===== src/design/signed_int_to_radix_text_unit_assert.svh =====
// Assertion macros for the signed integer to radix text unit.
// Used by the top level; expects clk and rst_n in scope.
`ifndef SIGNED_INT_TO_RADIX_TEXT_UNIT_ASSERT_SVH
`define SIGNED_INT_TO_RADIX_TEXT_UNIT_ASSERT_SVH

// Check that a condition holds in the same cycle as its trigger.
`define SITRT_ASSERT_SAME(lbl, ante, cons) \
    lbl: assert property (@(posedge clk) disable iff (!rst_n) (ante) |-> (cons)) \
        else $error("sitrt: same-cycle check failed");

// Check that a condition holds in the cycle after its trigger.
`define SITRT_ASSERT_NEXT(lbl, ante, cons) \
    lbl: assert property (@(posedge clk) disable iff (!rst_n) (ante) |=> (cons)) \
        else $error("sitrt: next-cycle check failed");

`endif


===== src/design/sitrt_pkg.sv =====
// Shared types, constants and helper functions for the radix text unit.
// No dependencies; imported by every module of the block.
`timescale 1ns / 1ps

package sitrt_pkg;

    localparam int ALPHABET_BYTES_DEF = 64;
    localparam int VALUE_WIDTH_DEF    = 32;
    localparam int CFG_INDEX_W        = 3;
    localparam int CFG_DATA_W         = 64;
    localparam int VALUE_PORT_W       = 32;
    localparam int CHAR_W             = 8;
    localparam int DIV_STEPS          = 8;
    localparam int SLOT_COUNT         = 62;
    localparam int SLOT_W             = 6;

    localparam logic [CHAR_W-1:0] CHAR_NUL     = 8'h00;
    localparam logic [CHAR_W-1:0] CHAR_MINUS   = 8'h2D;
    localparam logic [CHAR_W-1:0] CHAR_DIGIT_0 = 8'h30;
    localparam logic [CHAR_W-1:0] CHAR_DIGIT_9 = 8'h39;
    localparam logic [CHAR_W-1:0] CHAR_UPPER_A = 8'h41;
    localparam logic [CHAR_W-1:0] CHAR_UPPER_Z = 8'h5A;
    localparam logic [CHAR_W-1:0] CHAR_LOWER_A = 8'h61;
    localparam logic [CHAR_W-1:0] CHAR_LOWER_Z = 8'h7A;

    localparam logic [CHAR_W-1:0] UPPER_SLOT_BASE = 8'd10;
    localparam logic [CHAR_W-1:0] LOWER_SLOT_BASE = 8'd36;

    typedef enum logic [2:0] {
        ST_IDLE,
        ST_PREP,
        ST_CHECK,
        ST_DIVIDE,
        ST_EMIT
    } ctrl_state_t;

    typedef struct packed {
        logic checked;
        logic ok;
        logic scanning;
    } alpha_status_t;

    typedef struct packed {
        logic busy;
        logic done;
    } div_status_t;

    function automatic logic symbol_ok(input logic [CHAR_W-1:0] c);
        return ((c >= CHAR_UPPER_A) && (c <= CHAR_UPPER_Z)) ||
               ((c >= CHAR_LOWER_A) && (c <= CHAR_LOWER_Z)) ||
               ((c >= CHAR_DIGIT_0) && (c <= CHAR_DIGIT_9));
    endfunction

    // Map a legal symbol onto a dense slot: digits, then upper, then lower case.
    function automatic logic [SLOT_W-1:0] symbol_slot(input logic [CHAR_W-1:0] c);
        logic [CHAR_W-1:0] s;
        if (c <= CHAR_DIGIT_9)
        begin
            s = c - CHAR_DIGIT_0;
        end
        else if (c <= CHAR_UPPER_Z)
        begin
            s = c - CHAR_UPPER_A + UPPER_SLOT_BASE;
        end
        else
        begin
            s = c - CHAR_LOWER_A + LOWER_SLOT_BASE;
        end
        return s[SLOT_W-1:0];
    endfunction

endpackage


===== src/design/sitrt_alphabet.sv =====
// Alphabet register file with a one-symbol-per-cycle validity scan, held during register writes.
// Depends on sitrt_pkg.
`timescale 1ns / 1ps

module sitrt_alphabet #(
    parameter int ALPHABET_BYTES = sitrt_pkg::ALPHABET_BYTES_DEF
) (
    input  logic                                      clk,
    input  logic                                      rst_n,
    input  logic                                      cfg_write,
    input  logic [sitrt_pkg::CFG_INDEX_W-1:0]         cfg_index,
    input  logic [sitrt_pkg::CFG_DATA_W-1:0]          cfg_data,
    input  logic                                      check_start,
    input  logic [$clog2(ALPHABET_BYTES)-1:0]         read_idx,
    output logic [sitrt_pkg::CHAR_W-1:0]              read_char,
    output sitrt_pkg::alpha_status_t                  status,
    output logic [$clog2(ALPHABET_BYTES+1)-1:0]       base
);
    import sitrt_pkg::*;

    localparam int WORD_COUNT = (ALPHABET_BYTES + 7) / 8;
    localparam int WORD_SEL_W = (WORD_COUNT > 1) ? $clog2(WORD_COUNT) : 1;
    localparam int BYTE_IDX_W = $clog2(ALPHABET_BYTES);
    localparam int SCAN_W     = $clog2(ALPHABET_BYTES + 1);

    logic [CFG_DATA_W-1:0] words_reg [WORD_COUNT];

    logic                  scanning_reg, scanning_next;
    logic                  checked_reg, checked_next;
    logic                  ok_reg, ok_next;
    logic [SCAN_W-1:0]     base_reg, base_next;
    logic [SCAN_W-1:0]     scan_idx_reg, scan_idx_next;
    logic [SLOT_COUNT-1:0] seen_reg, seen_next;

    logic [BYTE_IDX_W-1:0] addr;
    logic [WORD_SEL_W-1:0] word_sel;
    logic [2:0]            byte_sel;
    logic [CFG_DATA_W-1:0] word;
    logic [CHAR_W-1:0]     sym;
    logic [SLOT_W-1:0]     slot;
    logic                  at_end;

    // Share the single read port between the scan and the emitter.
    assign addr     = scanning_reg ? scan_idx_reg[BYTE_IDX_W-1:0] : read_idx;
    assign word_sel = WORD_SEL_W'(addr >> 3);
    assign byte_sel = addr[2:0];
    assign word     = words_reg[word_sel];
    assign sym      = word[byte_sel*8 +: 8];
    assign read_char = sym;

    assign slot   = symbol_slot(sym);
    assign at_end = (scan_idx_reg == SCAN_W'(ALPHABET_BYTES)) || (sym == CHAR_NUL);

    // Clear the alphabet on reset so it reads as empty until written.
    always_ff @(posedge clk or negedge rst_n)
    begin
        if (!rst_n)
        begin
            for (int w = 0; w < WORD_COUNT; w++)
            begin
                words_reg[w] <= '0;
            end
        end
        else if (cfg_write && ({1'b0, cfg_index} < (CFG_INDEX_W + 1)'(WORD_COUNT)))
        begin
            words_reg[WORD_SEL_W'(cfg_index)] <= cfg_data;
        end
    end

    always_comb
    begin
        scanning_next = scanning_reg;
        checked_next  = checked_reg;
        ok_next       = ok_reg;
        base_next     = base_reg;
        scan_idx_next = scan_idx_reg;
        seen_next     = seen_reg;

        if (cfg_write)
        begin
            checked_next = 1'b0;
        end
        else if (check_start)
        begin
            scanning_next = 1'b1;
            scan_idx_next = '0;
            seen_next     = '0;
        end
        else if (scanning_reg)
        begin
            if (at_end)
            begin
                scanning_next = 1'b0;
                checked_next  = 1'b1;
                ok_next       = (scan_idx_reg >= SCAN_W'(2));
                base_next     = scan_idx_reg;
            end
            else if (!symbol_ok(sym) || seen_reg[slot])
            begin
                scanning_next = 1'b0;
                checked_next  = 1'b1;
                ok_next       = 1'b0;
            end
            else
            begin
                seen_next[slot] = 1'b1;
                scan_idx_next   = scan_idx_reg + SCAN_W'(1);
            end
        end
    end

    always_ff @(posedge clk or negedge rst_n)
    begin
        if (!rst_n)
        begin
            scanning_reg <= 1'b0;
            checked_reg  <= 1'b0;
            ok_reg       <= 1'b0;
            base_reg     <= '0;
        end
        else
        begin
            scanning_reg <= scanning_next;
            checked_reg  <= checked_next;
            ok_reg       <= ok_next;
            base_reg     <= base_next;
        end
    end

    always_ff @(posedge clk)
    begin
        scan_idx_reg <= scan_idx_next;
        seen_reg     <= seen_next;
    end

    assign status.checked  = checked_reg;
    assign status.ok       = ok_reg;
    assign status.scanning = scanning_reg;
    assign base            = base_reg;

endmodule


===== src/design/sitrt_divider.sv =====
// Shared iterative divider: restoring division, DIV_STEPS quotient bits a cycle.
// Depends on sitrt_pkg.
`timescale 1ns / 1ps

module sitrt_divider #(
    parameter int VALUE_WIDTH    = sitrt_pkg::VALUE_WIDTH_DEF,
    parameter int ALPHABET_BYTES = sitrt_pkg::ALPHABET_BYTES_DEF
) (
    input  logic                                  clk,
    input  logic                                  rst_n,
    input  logic                                  start,
    input  logic [VALUE_WIDTH-1:0]                dividend,
    input  logic [$clog2(ALPHABET_BYTES+1)-1:0]   base,
    output sitrt_pkg::div_status_t                status,
    output logic [VALUE_WIDTH-1:0]                quotient,
    output logic [$clog2(ALPHABET_BYTES)-1:0]     remainder
);
    import sitrt_pkg::*;

    localparam int DIV_CYCLES = (VALUE_WIDTH + DIV_STEPS - 1) / DIV_STEPS;
    localparam int PAD_W      = DIV_CYCLES * DIV_STEPS;
    localparam int DIGIT_W    = $clog2(ALPHABET_BYTES);
    localparam int CNT_W      = $clog2(DIV_CYCLES + 1);

    logic [PAD_W-1:0]   a_reg, a_next;
    logic [DIGIT_W-1:0] r_reg, r_next;
    logic [CNT_W-1:0]   cnt_reg, cnt_next;
    logic               busy_reg, busy_next;
    logic               done_reg, done_next;

    logic [PAD_W-1:0]   a_work;
    logic [DIGIT_W-1:0] r_work;
    logic [DIGIT_W:0]   base_ext;

    assign base_ext = (DIGIT_W + 1)'(base);

    always_comb
    begin
        logic [DIGIT_W:0] trial;
        a_work = a_reg;
        r_work = r_reg;
        for (int s = 0; s < DIV_STEPS; s++)
        begin
            trial  = {r_work, a_work[PAD_W-1]};
            a_work = {a_work[PAD_W-2:0], 1'b0};
            if (trial >= base_ext)
            begin
                r_work    = DIGIT_W'(trial - base_ext);
                a_work[0] = 1'b1;
            end
            else
            begin
                r_work = trial[DIGIT_W-1:0];
            end
        end
    end

    always_comb
    begin
        a_next    = a_reg;
        r_next    = r_reg;
        cnt_next  = cnt_reg;
        busy_next = busy_reg;
        done_next = 1'b0;

        if (start)
        begin
            a_next    = PAD_W'(dividend);
            r_next    = '0;
            cnt_next  = CNT_W'(DIV_CYCLES);
            busy_next = 1'b1;
        end
        else if (busy_reg)
        begin
            a_next   = a_work;
            r_next   = r_work;
            cnt_next = cnt_reg - CNT_W'(1);
            if (cnt_reg == CNT_W'(1))
            begin
                busy_next = 1'b0;
                done_next = 1'b1;
            end
        end
    end

    always_ff @(posedge clk or negedge rst_n)
    begin
        if (!rst_n)
        begin
            busy_reg <= 1'b0;
            done_reg <= 1'b0;
            cnt_reg  <= '0;
        end
        else
        begin
            busy_reg <= busy_next;
            done_reg <= done_next;
            cnt_reg  <= cnt_next;
        end
    end

    always_ff @(posedge clk)
    begin
        a_reg <= a_next;
        r_reg <= r_next;
    end

    assign status.busy = busy_reg;
    assign status.done = done_reg;
    assign quotient    = a_reg[VALUE_WIDTH-1:0];
    assign remainder   = r_reg;

endmodule


===== src/design/sitrt_ctrl.sv =====
// Sequencer: takes a value, drives the divider per digit, stacks the digits
// and emits the text through an output register. Depends on sitrt_pkg.
`timescale 1ns / 1ps

module sitrt_ctrl #(
    parameter int VALUE_WIDTH    = sitrt_pkg::VALUE_WIDTH_DEF,
    parameter int ALPHABET_BYTES = sitrt_pkg::ALPHABET_BYTES_DEF
) (
    input  logic                                  clk,
    input  logic                                  rst_n,
    input  logic                                  in_valid,
    output logic                                  in_stall,
    input  logic [sitrt_pkg::VALUE_PORT_W-1:0]    value,
    output logic                                  check_start,
    input  sitrt_pkg::alpha_status_t              alpha_status,
    output logic                                  div_start,
    output logic [VALUE_WIDTH-1:0]                div_dividend,
    input  sitrt_pkg::div_status_t                div_status,
    input  logic [VALUE_WIDTH-1:0]                div_quotient,
    input  logic [$clog2(ALPHABET_BYTES)-1:0]     div_remainder,
    output logic [$clog2(ALPHABET_BYTES)-1:0]     read_idx,
    input  logic [sitrt_pkg::CHAR_W-1:0]          read_char,
    output logic                                  out_valid,
    input  logic                                  out_stall,
    output logic [sitrt_pkg::CHAR_W-1:0]          character,
    output logic                                  last
);
    import sitrt_pkg::*;

    localparam int DIGIT_W     = $clog2(ALPHABET_BYTES);
    localparam int DEPTH_W     = $clog2(VALUE_WIDTH + 1);
    localparam int DEPTH_IDX_W = $clog2(VALUE_WIDTH);

    ctrl_state_t        state_reg, state_next;
    logic               sign_pend_reg, sign_pend_next;
    logic [VALUE_WIDTH-1:0] mag_reg, mag_next;
    logic [DEPTH_W-1:0] depth_reg, depth_next;
    logic               out_valid_reg, out_valid_next;
    logic [CHAR_W-1:0]  char_reg, char_next;
    logic               last_reg, last_next;

    logic [DIGIT_W-1:0] digits_reg [VALUE_WIDTH];
    logic               push;

    logic [VALUE_WIDTH-1:0] raw;
    logic [DEPTH_W-1:0]     top;
    logic                   load_ok;

    assign raw      = value[VALUE_WIDTH-1:0];
    assign top      = depth_reg - DEPTH_W'(1);
    assign read_idx = digits_reg[top[DEPTH_IDX_W-1:0]];
    assign load_ok  = !out_valid_reg || !out_stall;

    assign in_stall     = (state_reg != ST_IDLE);
    assign div_dividend = (state_reg == ST_PREP) ? mag_reg : div_quotient;

    always_comb
    begin
        state_next     = state_reg;
        sign_pend_next = sign_pend_reg;
        mag_next       = mag_reg;
        depth_next     = depth_reg;
        out_valid_next = out_valid_reg && out_stall;
        char_next      = char_reg;
        last_next      = last_reg;
        check_start    = 1'b0;
        div_start      = 1'b0;
        push           = 1'b0;

        case (state_reg)
            ST_IDLE:
            begin
                if (in_valid)
                begin
                    sign_pend_next = raw[VALUE_WIDTH-1];
                    mag_next       = raw[VALUE_WIDTH-1] ? (~raw + VALUE_WIDTH'(1)) : raw;
                    depth_next     = '0;
                    state_next     = ST_PREP;
                end
            end
            ST_PREP:
            begin
                if (!alpha_status.checked)
                begin
                    check_start = 1'b1;
                    state_next  = ST_CHECK;
                end
                else if (!alpha_status.ok)
                begin
                    state_next = ST_IDLE;
                end
                else
                begin
                    div_start  = 1'b1;
                    state_next = ST_DIVIDE;
                end
            end
            ST_CHECK:
            begin
                if (alpha_status.checked)
                begin
                    state_next = ST_PREP;
                end
            end
            ST_DIVIDE:
            begin
                if (div_status.done)
                begin
                    push       = 1'b1;
                    depth_next = depth_reg + DEPTH_W'(1);
                    if (div_quotient == '0)
                    begin
                        state_next = ST_EMIT;
                    end
                    else
                    begin
                        div_start = 1'b1;
                    end
                end
            end
            ST_EMIT:
            begin
                if (load_ok)
                begin
                    out_valid_next = 1'b1;
                    if (sign_pend_reg)
                    begin
                        char_next      = CHAR_MINUS;
                        last_next      = 1'b0;
                        sign_pend_next = 1'b0;
                    end
                    else
                    begin
                        char_next  = read_char;
                        last_next  = (depth_reg == DEPTH_W'(1));
                        depth_next = top;
                        if (depth_reg == DEPTH_W'(1))
                        begin
                            state_next = ST_IDLE;
                        end
                    end
                end
            end
            default:
            begin
                state_next = ST_IDLE;
            end
        endcase
    end

    always_ff @(posedge clk or negedge rst_n)
    begin
        if (!rst_n)
        begin
            state_reg     <= ST_IDLE;
            out_valid_reg <= 1'b0;
            sign_pend_reg <= 1'b0;
            depth_reg     <= '0;
        end
        else
        begin
            state_reg     <= state_next;
            out_valid_reg <= out_valid_next;
            sign_pend_reg <= sign_pend_next;
            depth_reg     <= depth_next;
        end
    end

    always_ff @(posedge clk)
    begin
        mag_reg  <= mag_next;
        char_reg <= char_next;
        last_reg <= last_next;
        if (push)
        begin
            digits_reg[depth_reg[DEPTH_IDX_W-1:0]] <= div_remainder;
        end
    end

    assign out_valid = out_valid_reg;
    assign character = char_reg;
    assign last      = last_reg;

endmodule


===== src/design/signed_int_to_radix_text_unit.sv =====
// Each accepted request converts a signed VALUE_WIDTH-bit value (low bits of
// the value port, two's complement) into text whose digits come from the
// configured alphabet; the base is the alphabet length. Negative values start
// with '-', the most negative value is exact, zero gives the first symbol, and
// an invalid alphabet (fewer than two symbols, a symbol outside A-Z, a-z,
// 0-9, or a repeat) drops the request with no output. One character leaves per
// output request, with last on the final one. The block handles one request
// at a time: it registers the value; after any register write, the next
// request also pays an alphabet scan (one symbol a cycle, held while a
// register is written) before the divider starts; then the shared divider,
// which retires eight quotient bits a cycle, produces each digit; then one
// character a cycle enters the output register while the consumer keeps up.
`timescale 1ns / 1ps
`include "signed_int_to_radix_text_unit_assert.svh"

module signed_int_to_radix_text_unit #(
    parameter int ALPHABET_BYTES = sitrt_pkg::ALPHABET_BYTES_DEF,
    parameter int VALUE_WIDTH    = sitrt_pkg::VALUE_WIDTH_DEF
) (
    input  logic                                  clk,
    input  logic                                  rst_n,
    // configuration write port
    input  logic                                  cfg_write,
    input  logic [sitrt_pkg::CFG_INDEX_W-1:0]     cfg_index,
    input  logic [sitrt_pkg::CFG_DATA_W-1:0]      cfg_data,
    // input request channel
    input  logic                                  in_valid,
    output logic                                  in_stall,
    input  logic [sitrt_pkg::VALUE_PORT_W-1:0]    value,
    // output request channel
    output logic                                  out_valid,
    input  logic                                  out_stall,
    output logic [sitrt_pkg::CHAR_W-1:0]          character,
    output logic                                  last
);
    import sitrt_pkg::*;

    localparam int BYTE_IDX_W = $clog2(ALPHABET_BYTES);
    localparam int BASE_W     = $clog2(ALPHABET_BYTES + 1);

    alpha_status_t          alpha_stat;
    div_status_t            div_stat;
    logic [BASE_W-1:0]      base;
    logic                   check_start;
    logic                   div_start;
    logic [VALUE_WIDTH-1:0] div_dividend;
    logic [VALUE_WIDTH-1:0] div_quotient;
    logic [BYTE_IDX_W-1:0]  div_remainder;
    logic [BYTE_IDX_W-1:0]  read_idx;
    logic [CHAR_W-1:0]      read_char;

    // Alphabet registers; validity and base are cached until the next write.
    sitrt_alphabet #(
        .ALPHABET_BYTES (ALPHABET_BYTES)
    ) u_alphabet (
        .clk         (clk),
        .rst_n       (rst_n),
        .cfg_write   (cfg_write),
        .cfg_index   (cfg_index),
        .cfg_data    (cfg_data),
        .check_start (check_start),
        .read_idx    (read_idx),
        .read_char   (read_char),
        .status      (alpha_stat),
        .base        (base)
    );

    // One divider produces every digit, least significant first.
    sitrt_divider #(
        .VALUE_WIDTH    (VALUE_WIDTH),
        .ALPHABET_BYTES (ALPHABET_BYTES)
    ) u_divider (
        .clk       (clk),
        .rst_n     (rst_n),
        .start     (div_start),
        .dividend  (div_dividend),
        .base      (base),
        .status    (div_stat),
        .quotient  (div_quotient),
        .remainder (div_remainder)
    );

    // Sequence the request, stack the digits and pop them out in print order.
    sitrt_ctrl #(
        .VALUE_WIDTH    (VALUE_WIDTH),
        .ALPHABET_BYTES (ALPHABET_BYTES)
    ) u_ctrl (
        .clk           (clk),
        .rst_n         (rst_n),
        .in_valid      (in_valid),
        .in_stall      (in_stall),
        .value         (value),
        .check_start   (check_start),
        .alpha_status  (alpha_stat),
        .div_start     (div_start),
        .div_dividend  (div_dividend),
        .div_status    (div_stat),
        .div_quotient  (div_quotient),
        .div_remainder (div_remainder),
        .read_idx      (read_idx),
        .read_char     (read_char),
        .out_valid     (out_valid),
        .out_stall     (out_stall),
        .character     (character),
        .last          (last)
    );

    // A new request only lands while neither the scan nor the divider is busy.
    `SITRT_ASSERT_SAME(a_accept_when_quiet, in_valid && !in_stall, !div_stat.busy && !alpha_stat.scanning)
    // The scan and the divider never run together.
    `SITRT_ASSERT_SAME(a_scan_excludes_div, alpha_stat.scanning, !div_stat.busy)
    // A minus sign is always followed by at least one digit.
    `SITRT_ASSERT_SAME(a_minus_not_last, out_valid && (character == CHAR_MINUS), !last)
    // Divider completion is a single-cycle pulse.
    `SITRT_ASSERT_NEXT(a_done_pulse, div_stat.done, !div_stat.done)

endmodule


===== config.mk =====
export PLATFORM = sky130hd
export DESIGN_NAME = signed_int_to_radix_text_unit
export DESIGN_NICKNAME = d
export VERILOG_FILES = /design/src/design/sitrt_pkg.sv /design/src/design/sitrt_alphabet.sv /design/src/design/sitrt_divider.sv /design/src/design/sitrt_ctrl.sv /design/src/design/signed_int_to_radix_text_unit.sv
export VERILOG_INCLUDE_DIRS = /design/src /design/src/design
export SDC_FILE = /design/constraint.sdc
export NUM_CORES = 2
export LEC_CHECK = 0
export ABC_CLOCK_PERIOD_IN_PS = 23700
export BUFFER_PORTS_ARGS = -buffer_cell sky130_fd_sc_hd__buf_2
export CORE_MARGIN = 8
export CORE_UTILIZATION = 50
export CTS_CLUSTER_DIAMETER = 100
export DETAILED_ROUTE_END_ITERATION = 16
export GPL_TIMING_DRIVEN = 0
export HOLD_SLACK_MARGIN = 0.08
export PLACE_DENSITY_LB_ADDON = 0.3
export SLEW_MARGIN = 25
export SYNTH_ARGS = -nofsm -noshare
export SYNTH_HDL_FRONTEND = slang
export SYNTH_SLANG_ARGS = --single-unit
export TNS_END_PERCENT = 1

===== constraint.sdc =====
create_clock -name clk -period 23.7 [get_ports clk]
set_input_delay 3.555 -clock clk [delete_from_list [all_inputs] [get_ports clk]]
set_output_delay 3.555 -clock clk [all_outputs]
set_load 0.005 [all_outputs]

==> impl_metrics.tcl <==
set metrics [dict create \
    cp_max_fo 10 \
    ys_types 114 \
    finalNetCount 3856 \
    clk_pin_slew_ps 60 \
    maxCapViolCount 0 \
    critPathMaxStageDelay_ps 730 \
    synthFlopType "dfrtp_1" \
    initial_core_util_pct 50.4 \
    multi_input_area_um2 18900 \
    crit_family "compound AO/OA/AOI/OAI gates" \
    clk_latency_ps 680 \
    skew_ps 46.6 \
    hold_class "register to register" \
    required_ps 24110 \
    post_cts_buffers 0 \
    syn-cell-area_um2 43800 \
    synth_top_cell_by_area "dfrtp_1" \
    critPathKind "register to register" \
    synth_top_cells_by_area "dfrtp_1, edfxtp_1, mux2_2" \
    yosysTopAreaCellShare_pct 30.8 \
    rows 108 \
    grt_pass1_vias 30668 \
    hpwl_um 92400 \
    numCtsBuffers 92 \
    drt_iter0_drc 3213 \
    synthArstFlopShare_pct 61.3 \
    crit_arrival_ps 20310 \
    final_antenna_net_count 0 \
    worst-path-buf-inv 15 \
    routed_wl_um 134000 \
    synth_edf_count 334 \
    fillers 7181 \
    areaGrowthSynthToFinish_pct 12.3 \
    setup_viol 0 \
    ioPinCount 115 \
    grt_overflow_total 0 \
    root_buffer "clkbuf_16" \
    tns_ps 0 \
    place.gp.congestion 0.998 \
    clock_path_buffers 3 \
    largest_register_ffs 512 \
    dr.pass1.iters 7 \
    num_vias 30785 \
    synth_seq_cells 878 \
    layout_setup_ws_ps 3800 \
    synth_fp_nets 3635 \
    antenna_found_initial 15 \
    cts_resized 0 \
    min_period_ps 19900 \
    hold_violations 0 \
    yosysSeqAreaShare_pct 54.0 \
    grt_use_total_pct 26.9 \
    status "completed" \
    grt_pass1_wl_um 200000 \
    postCtsHoldBufs 0 \
    coreArea_um2 86800 \
    cts_sinks 878 \
    post-place-ws_ps 3780 \
    worstMarginPinSlew_ps 1250 \
    crit_top_cell "a21o_1" \
    slew_headroom_pct 17.0 \
    postSynthAreaPerCell_um2 12.7 \
    die_h_um 312 \
    fmaxAchievable_mhz 50.3 \
    netlist_instances 3448 \
    endpoint_kind "register" \
    wire_per_inst_um 27.3 \
    rsz0062_at_grt "false" \
    htree_levels 3 \
    slew_viol_final 0 \
    layout-drive-gt1-share_pct 28.0 \
    timing.final.crit_share_pct 84.0 \
    die-area_um2 97300 \
    tritoncts "built" \
    route.detailed.drc 0 \
    ys_warn_count 0 \
    io_buffers 111 \
    grt_max_degree 91 \
    seq_area_um2 23600 \
    viasPerCell 6.27 \
    die_width_um 312 \
    cp-start-kind "register" \
    slowest_stage "dfrtp_1" \
]
placed cells by master, fill, tap and decap left out, types with 43 or more instances in the layout:
master / Yosys / layout
a21o_1: 43 / 43
a21oi_1: 193 / 193
buf_2: 47 / 157
clkbuf_1: 125 / 146
clkbuf_16: 0 / 93
dfrtp_1: 538 / 538
edfxtp_1: 334 / 334
ha_1: 75 / 75
inv_1: 58 / 58
mux2_2: 566 / 566
mux2i_1: 140 / 140
mux4_2: 61 / 61
nand2_1: 283 / 283
nand3_1: 72 / 72
nor2_1: 193 / 191
o21ai_0: 76 / 75
xnor2_1: 58 / 57
metal layers:
metal  up-vias  GRT usage, %  share of wire (%)
met5         -             0              0.027
met1     15547          34.9                 39
met3       387          6.58                9.5
met4         6          12.9                5.5
li1      13310             -                  -
met2      1535          42.5                 46
stage by stage:
stage               utilization [%]  instances  hold WS (ps)  instance area [µm²]
global route                   56.6       4899           493                49100
finish                         56.6       4908           477                49100
floorplan                         -       3448           442                43800
CTS                            56.6       4895           472                49100
global placement               52.8       4714           455                45800
detailed placement             53.2       4730           469                46100
synth_stat cells, drive strengths merged, types with 12 or more instances:
| master | count |
|---|---|
| and2 | 38 |
| dfrtp | 538 |
| nor2 | 196 |
| a211oi | 31 |
| ha | 75 |
| a22oi | 20 |
| mux2 | 568 |
| o211ai | 21 |
| o21ai | 81 |
| a21oi | 196 |
| nand2b | 21 |
| a32oi | 14 |
| mux4 | 64 |
| o22ai | 16 |
| and3 | 25 |
| a2111oi | 14 |
| edfxtp | 334 |
| nor3 | 21 |
| nand3 | 72 |
| a31oi | 15 |
| a221oi | 39 |
| mux2i | 142 |
| xor2 | 16 |
| nand4 | 15 |
| nor3b | 12 |
| nor4 | 15 |
| inv | 60 |
| xnor2 | 61 |
| nor2b | 15 |
| o31ai | 16 |
| buf | 85 |
| clkbuf | 126 |
| nand2 | 283 |
| a21o | 43 |
worst paths after layout:
check	end	cells past startpoint	from	slack, ps
hold reg to reg	u_ctrl.depth_reg[5]$_DFFE_PN0P_	1	u_ctrl.depth_reg[5]$_DFFE_PN0P_	480
min in group asynchronous	u_alphabet.words_reg[226]$_DFFE_PN0P_	1	rst_n	2830
hold / removal	u_ctrl.depth_reg[5]$_DFFE_PN0P_	1	u_ctrl.depth_reg[5]$_DFFE_PN0P_	480
setup / recovery	u_divider.quotient[0]$_DFFE_PP_	94	u_alphabet.base[1]$_DFFE_PN0P_	3800
max in group asynchronous	u_alphabet.words_reg[237]$_DFFE_PN0P_	5	rst_n	18900
setup reg to reg	u_divider.quotient[0]$_DFFE_PP_	94	u_alphabet.base[1]$_DFFE_PN0P_	3800
cell type report:
cell class,instances,area share [%]
Antenna cell,13,0.0662
Buffer,211,2.28
Clock buffer,136,5.41
Clock inverter,29,0.619
Inverter,61,0.466
Multi-Input combinational cell,2298,38.4
Sequential cell,878,48.1
Tap cell,1155,2.94
Timing Repair Buffer,127,1.76
cells by family (layout without fill, tap and decap cells):
| group | after synthesis | after routing | share of synthesized area (%) |
|---|---|---|---|
| flip-flops | 878 | 878 | 54.0 |
| multiplexers | 774 | 774 | 21.2 |
| AND/OR/NAND/NOR | 767 | 767 | 8.33 |
| AO/OA/AOI/OAI | 597 | 597 | 9.30 |
| buffers and inverters | 272 | 564 | 3.07 |
| adder cells (fa/ha/maj) | 83 | 83 | 2.51 |
| XOR/XNOR | 77 | 77 | 1.64 |
| other | 0 | 13 | 0 |
Power is not shown: default switching activity piles up to over one toggle a cycle in this logic, so the estimate is an artifact.
